$ cat config.mk
export PLATFORM = sky130hd
export DESIGN_NAME = hcbp_ram
export DESIGN_NICKNAME = d
export VERILOG_FILES = /design/src/rtl/hcbp_ram.sv
export SDC_FILE = /design/constraint.sdc
export NUM_CORES = 2
export LEC_CHECK = 0
export BUFFER_PORTS_ARGS = -buffer_cell sky130_fd_sc_hd__clkbuf_2
export CAP_MARGIN = 40
export CORE_MARGIN = 1
export CORE_UTILIZATION = 40
export CTS_CLUSTER_SIZE = 14
export DETAILED_ROUTE_END_ITERATION = 6
export PLACE_DENSITY_LB_ADDON = 0.15
export SETUP_SLACK_MARGIN = 0.1
export SLEW_MARGIN = 20
export SYNTH_ARGS = -nofsm -noshare
export SYNTH_HDL_FRONTEND = slang
export SYNTH_SLANG_ARGS = --single-unit
$ cat constraint.sdc
create_clock -name clock -period 2.6 [get_ports clock]
set_input_delay 0.26 -clock clock [delete_from_list [all_inputs] [get_ports clock]]
set_output_delay 0.26 -clock clock [all_outputs]
set_load 0.01 [all_outputs]
$ cat src/rtl/hcbp_ram.sv
// Generic single write port, single read port RAM with registered read data.
module hcbp_ram #(
   parameter int WIDTH = 8,
   parameter int DEPTH = 256
) (
   input  logic                     clock,
   input  logic                     wr_en,
   input  logic [$clog2(DEPTH)-1:0] wr_addr,
   input  logic [WIDTH-1:0]         wr_data,
   input  logic                     rd_en,
   input  logic [$clog2(DEPTH)-1:0] rd_addr,
   output logic [WIDTH-1:0]         rd_data
);

   logic [WIDTH-1:0] mem_ff [DEPTH];
   logic [WIDTH-1:0] rd_data_ff;

   // Write and registered read
   always_ff @(posedge clock) begin
      if (wr_en) begin
         mem_ff[wr_addr] <= wr_data;
      end
      if (rd_en) begin
         rd_data_ff <= mem_ff[rd_addr];
      end
   end

   assign rd_data = rd_data_ff;

endmodule

-- After elaboration in Yosys (flattened, before gate mapping)
Memory sizes are Yosys's and may differ from the RTL's. A register that Yosys moved wholly into a read port is not among the register bits.
Index checks and enable logic that the tools add are counted.
- input port bits: 27
- output and inout port bits: 8
- RAM bits: 2048
- memories kept: 1
- register bits: 0
- mux-type cells: 2
- memory list (memory ; depth ; width ; read ports ; clocked after memory_dff ; write ports ; RTL line ; RTL):
    mem_ff ; 256 ; 8 ; 1 ; 1 ; 1 ; 15 ; logic [WIDTH-1:0] mem_ff [DEPTH];
- operator list (kind ; number):
    1-bit 2-to-1 mux ; 2

-- Depth between registers and ports, before layout
- depth after elaboration: 2
- gate-level depth with buffers: 11

-- Worst setup path after synthesis
OpenSTA, ideal clock, no wires.
- path kind: input to register
- start point: in rd_addr[0]
- end point: reg rd_data_ff[2], in the netlist rd_data[2], read port of mem_ff (data pin)
- setup time: 269 ps
- stages on the path: 9
- path slack: 264 ps
- required time: 2331 ps
- arrival time: 2067 ps
- cells stage by stage: buf_6 > buf_12 > buf_8 > buf_2 > mux4_2 > a22oi_1 > a21oi_1 > nor4_1 > nor4_2
- RTL lines (what ; RTL line ; RTL):
    start, declared ; 11 ; input logic [$clog2(DEPTH)-1:0] rd_addr,
    end, declared ; 16 ; logic [WIDTH-1:0] rd_data_ff;

==> qor.tcl <==
set qor(vdd_ir_drop_max_v) 0.000669
set qor(final-hold-violation-count) 0
set qor(die_height_um) 448
set qor(violations_in_the_final_reports) {design-rule violations}
set qor(dr.first_iter.drc_count) 3922
set qor(hold_path_class) {input pin to flip-flop}
set qor(gr-usage-all-layers_pct) 21.4
set qor(detail_route.wirelength_um) 213000
set qor(wl_met2_um) 103000
set qor(first_pass_grt_wire_length_um) 303000
set qor(yosys.cell_count.top_type) {sky130_fd_sc_hd__edfxtp_1}
set qor(postSynth.asyncResetShare_pct) 0
set qor(post-synth-top-area-cell) {sky130_fd_sc_hd__edfxtp_1}
set qor(synth-edff-count) 2056
set qor(detailed_place_hpwl_um) 139000
set qor(drt_first_pass_iters) 7
set qor(viasPerCell) 5.56
set qor(crit_path_cell_trace) {mux4_2 > a22oi_1 > a21oi_1 > nor4_4 > nor4_2}
set qor(met3_length_um) 14800
set qor(post_synth_instance_area_um2) 79600
set qor(die-area_um2) 201000
set qor(timing.final.crit_share_pct) 94.2
set qor(power.density_cell_area_nw_per_um2) 728
set qor(hold_path_depth) 1
set qor(critical_path.n_buffers_inverters) 0
set qor(synth_top_cell_area_share_pct) 77.5
set qor(overflow_left_after_global_routing) 0
set qor(p_leak_nw) 30.6
set qor(final-instance-count-excl-fill) 7269
set qor(ys.flop_type) {sky130_fd_sc_hd__edfxtp_1}
set qor(synth_area_leaders) {sky130_fd_sc_hd__edfxtp_1 (78%), sky130_fd_sc_hd__mux4_2 (13%), sky130_fd_sc_hd__mux2i_1 (1.7%)}
set qor(critical_path.top_delay_family) {simple AND/OR/NAND/NOR gates}
set qor(finClkSkew_ns) 0.0321
set qor(ys_seq_area_share_pct) 77.5
set qor(timing.setup.tns_ns) 0
set qor(setup_repair_after_global_routing_missed_its_margin) {yes}
set qor(final_core_utilization_pct) 48.0
set qor(data_arrival_at_the_endpoint_of_the_critical_path_ns) 3.03
set qor(fin_area_um2) 95000
set qor(drc) 2
set qor(cap_violations) 0
set qor(topRoutingLayerUsed) {met5}
set qor(via_count) 40436
set qor(post_synth.cell_area_avg_um2) 21.3
set qor(worst_setup_path_end_kind) {flip-flop}
set qor(ctsRootBufferMaster) {sky130_fd_sc_hd__clkbuf_16}
set qor(start_util_pct) 40.3
set qor(timing.critical_path.required_ns) 3.18
set qor(io_pins) 35
set qor(dp_cells) 6874
set qor(pin_count_of_the_biggest_net_entering_global_routing) 97
set qor(setup.worst_path.start_class) {flip-flop}
set qor(min_period_ns) 2.45
set qor(worst-r2r-cell-count) 5
set qor(antenna_left) 0
set qor(postSynthRegisterBits) 2056
set qor(wire_per_inst_um) 29.3
set qor(clock_insertion_delay_worst_skew_ns) 0.85
set qor(post_place_cell_area_um2) 88300
set qor(path_clk_slew_ns) 0.06
set qor(nNetsFinal) 4481
set qor(worstSetupPathType) {flip-flop to flip-flop}
set qor(worst_slew_pin_slew_ns) 0.791
set qor(placeableCoreArea_um2) 198000
set qor(critPathMaxFanout) 1
set qor(distinct_cells_synth) 54
set qor(number_of_buffers_on_the_longest_clock_path) 3
set qor(netlist_top_cells_count) {sky130_fd_sc_hd__edfxtp_1 (2,056), sky130_fd_sc_hd__mux4_2 (454), sky130_fd_sc_hd__nor2_1 (282)}
set qor(crit_slowest_cell) {sky130_fd_sc_hd__nor4_4}
set qor(core.rowCount) 163
set qor(wl_met1_um) 89900
set qor(syn_inst) 3733
set qor(status) {finished with violations}
set qor(tritoncts_num_sinks) 2056
set qor(finalWeightedCongestion) 0.831
set qor(yosysWarningCount) 0
set qor(portBuffers) 34
set qor(cp.depth) 5
set qor(via_count_of_the_first_global_routing_pass) 41065
set qor(synth_fp_nets) 3760
set qor(fp.dieW_um) 448
set qor(report.final.slew_viol_count) 0
set qor(layout-drive-gt1-share_pct) 32.6
set qor(setup_viol_count_final) 0
set qor(timing.slew.headroom_pct) 47.3
set qor(clock_tree.htree_level_count) 4
set qor(area.growth.synth_to_final_pct) 19.2
set qor(clock.fmax_ghz) 0.408
set qor(tritoncts) {built}
set qor(antenna_found_initial) 14
set qor(slowest_delay_ns) 0.62
set qor(cts_buffers) 210
set qor(post_cts.repair.setup_buffers) 0
per-stage QoR:
| stage | setup slack (ns) | power (W) | hold WS, ns |
|---|---|---|---|
| 4_1_cts | 0.00765 | 0.0698 | 0.0347 |
| 6_report | 0.151 | 0.0691 | 0.0661 |
| 2_1_floorplan | 0.264 | 0.0391 | 0.359 |
| 3_5_place_dp | -0.698 | 0.0413 | 0.504 |
| 3_3_place_gp | -1.25 | 0.0412 | 0.508 |
| 5_1_grt | 0.107 | 0.0711 | 0.00870 |
worst register-to-register path, cell delays in order (launching register included):
cell and delay, ns:
sky130_fd_sc_hd__edfxtp_1 0.37, sky130_fd_sc_hd__mux4_2 0.46, sky130_fd_sc_hd__a22oi_1 0.37, sky130_fd_sc_hd__a21oi_1 0.29, sky130_fd_sc_hd__nor4_4 0.62, sky130_fd_sc_hd__nor4_2 0.10
registers in the layout (all words and copies together), names as in the netlist:
name     flops
rd_data      8
mem_ff    2048
cell families (layout without fill, tap and decap cells):
kind of cell / after synthesis / after routing / synth area share [%]
buffers and inverters: 235 / 1128 / 1.83
muxes: 591 / 591 / 14.6
other: 0 / 3 / 0
DFF: 2056 / 2056 / 77.5
AOI/OAI and AO/OA: 385 / 385 / 3.42
and+or+nand+nor: 466 / 466 / 2.63
final timing paths:
| kind | slack [ns] | to | start |
|---|---|---|---|
| worst max-delay path | 0.15 | rd_data[6] | mem_ff[208][6] |
| worst min-delay path | 0.07 | rd_data[6] | rd_en |
| worst max register to register | 0.15 | rd_data[6] | mem_ff[208][6] |
| worst min register to register | 1.17 | rd_data[3] | mem_ff[40][3] |
cell usage in the layout (no fill, tap or decap), types with 5 or more instances in the layout:
master / instances
sky130_fd_sc_hd__o21ai_0: 10
sky130_fd_sc_hd__o211ai_1: 10
sky130_fd_sc_hd__buf_4: 606
sky130_fd_sc_hd__nand3_2: 9
sky130_fd_sc_hd__nand4_1: 10
sky130_fd_sc_hd__clkinv_1: 66
sky130_fd_sc_hd__nor4_1: 13
sky130_fd_sc_hd__clkinv_2: 31
sky130_fd_sc_hd__buf_8: 10
sky130_fd_sc_hd__a21oi_1: 96
sky130_fd_sc_hd__o221ai_1: 46
sky130_fd_sc_hd__mux4_2: 454
sky130_fd_sc_hd__o22ai_1: 28
sky130_fd_sc_hd__clkinv_8: 5
sky130_fd_sc_hd__nand3_1: 25
sky130_fd_sc_hd__edfxtp_1: 2056
sky130_fd_sc_hd__clkbuf_1: 51
sky130_fd_sc_hd__nor2b_1: 27
sky130_fd_sc_hd__nor3_1: 16
sky130_fd_sc_hd__inv_6: 5
sky130_fd_sc_hd__dlygate4sd3_1: 8
sky130_fd_sc_hd__a211oi_1: 15
sky130_fd_sc_hd__a221oi_1: 11
sky130_fd_sc_hd__clkbuf_16: 212
sky130_fd_sc_hd__nor3_2: 6
sky130_fd_sc_hd__and2_1: 5
sky130_fd_sc_hd__bufinv_16: 12
sky130_fd_sc_hd__clkbuf_2: 22
sky130_fd_sc_hd__nor4_2: 11
sky130_fd_sc_hd__mux2i_1: 134
sky130_fd_sc_hd__nor2_1: 278
sky130_fd_sc_hd__a22oi_1: 133
sky130_fd_sc_hd__buf_12: 94
sky130_fd_sc_hd__nand2b_1: 8
sky130_fd_sc_hd__o22a_1: 5
sky130_fd_sc_hd__a22o_1: 8
sky130_fd_sc_hd__nand2_1: 33
where the power goes:
part           switching, W  internal [W]
combinational       0.00236       0.00159
clock                0.0125        0.0161
sequential        0.0000523        0.0366
area by class of cell:
| class | instances | area [µm²] |
|---|---|---|
| Clock buffer | 263 | 5500 |
| Sequential cell | 2056 | 61700 |
| Antenna cell | 3 | 7.51 |
| Timing Repair Buffer | 742 | 6780 |
| Inverter | 2 | 7.51 |
| Multi-Input combinational cell | 1442 | 16700 |
| Fill cell | 16333 | 103000 |
| Clock inverter | 121 | 920 |
| Tap cell | 2640 | 3300 |
per-layer routing:
metal / track usage (%) / vias to the layer above
met5: 0 / -
li1: - / 17193
met4: 6.07 / 4
met3: 4.41 / 309
met1: 29.8 / 21558
met2: 34.1 / 1372
repair_timing:
action,4_1_cts,5_1_grt
hold buffers,8,0
gates resized for setup,9,15
pin swaps,3,8
setup endpoints to repair,6,6
endpoints found under the hold margin,487,0
Power figures use the tool's default switching activity.
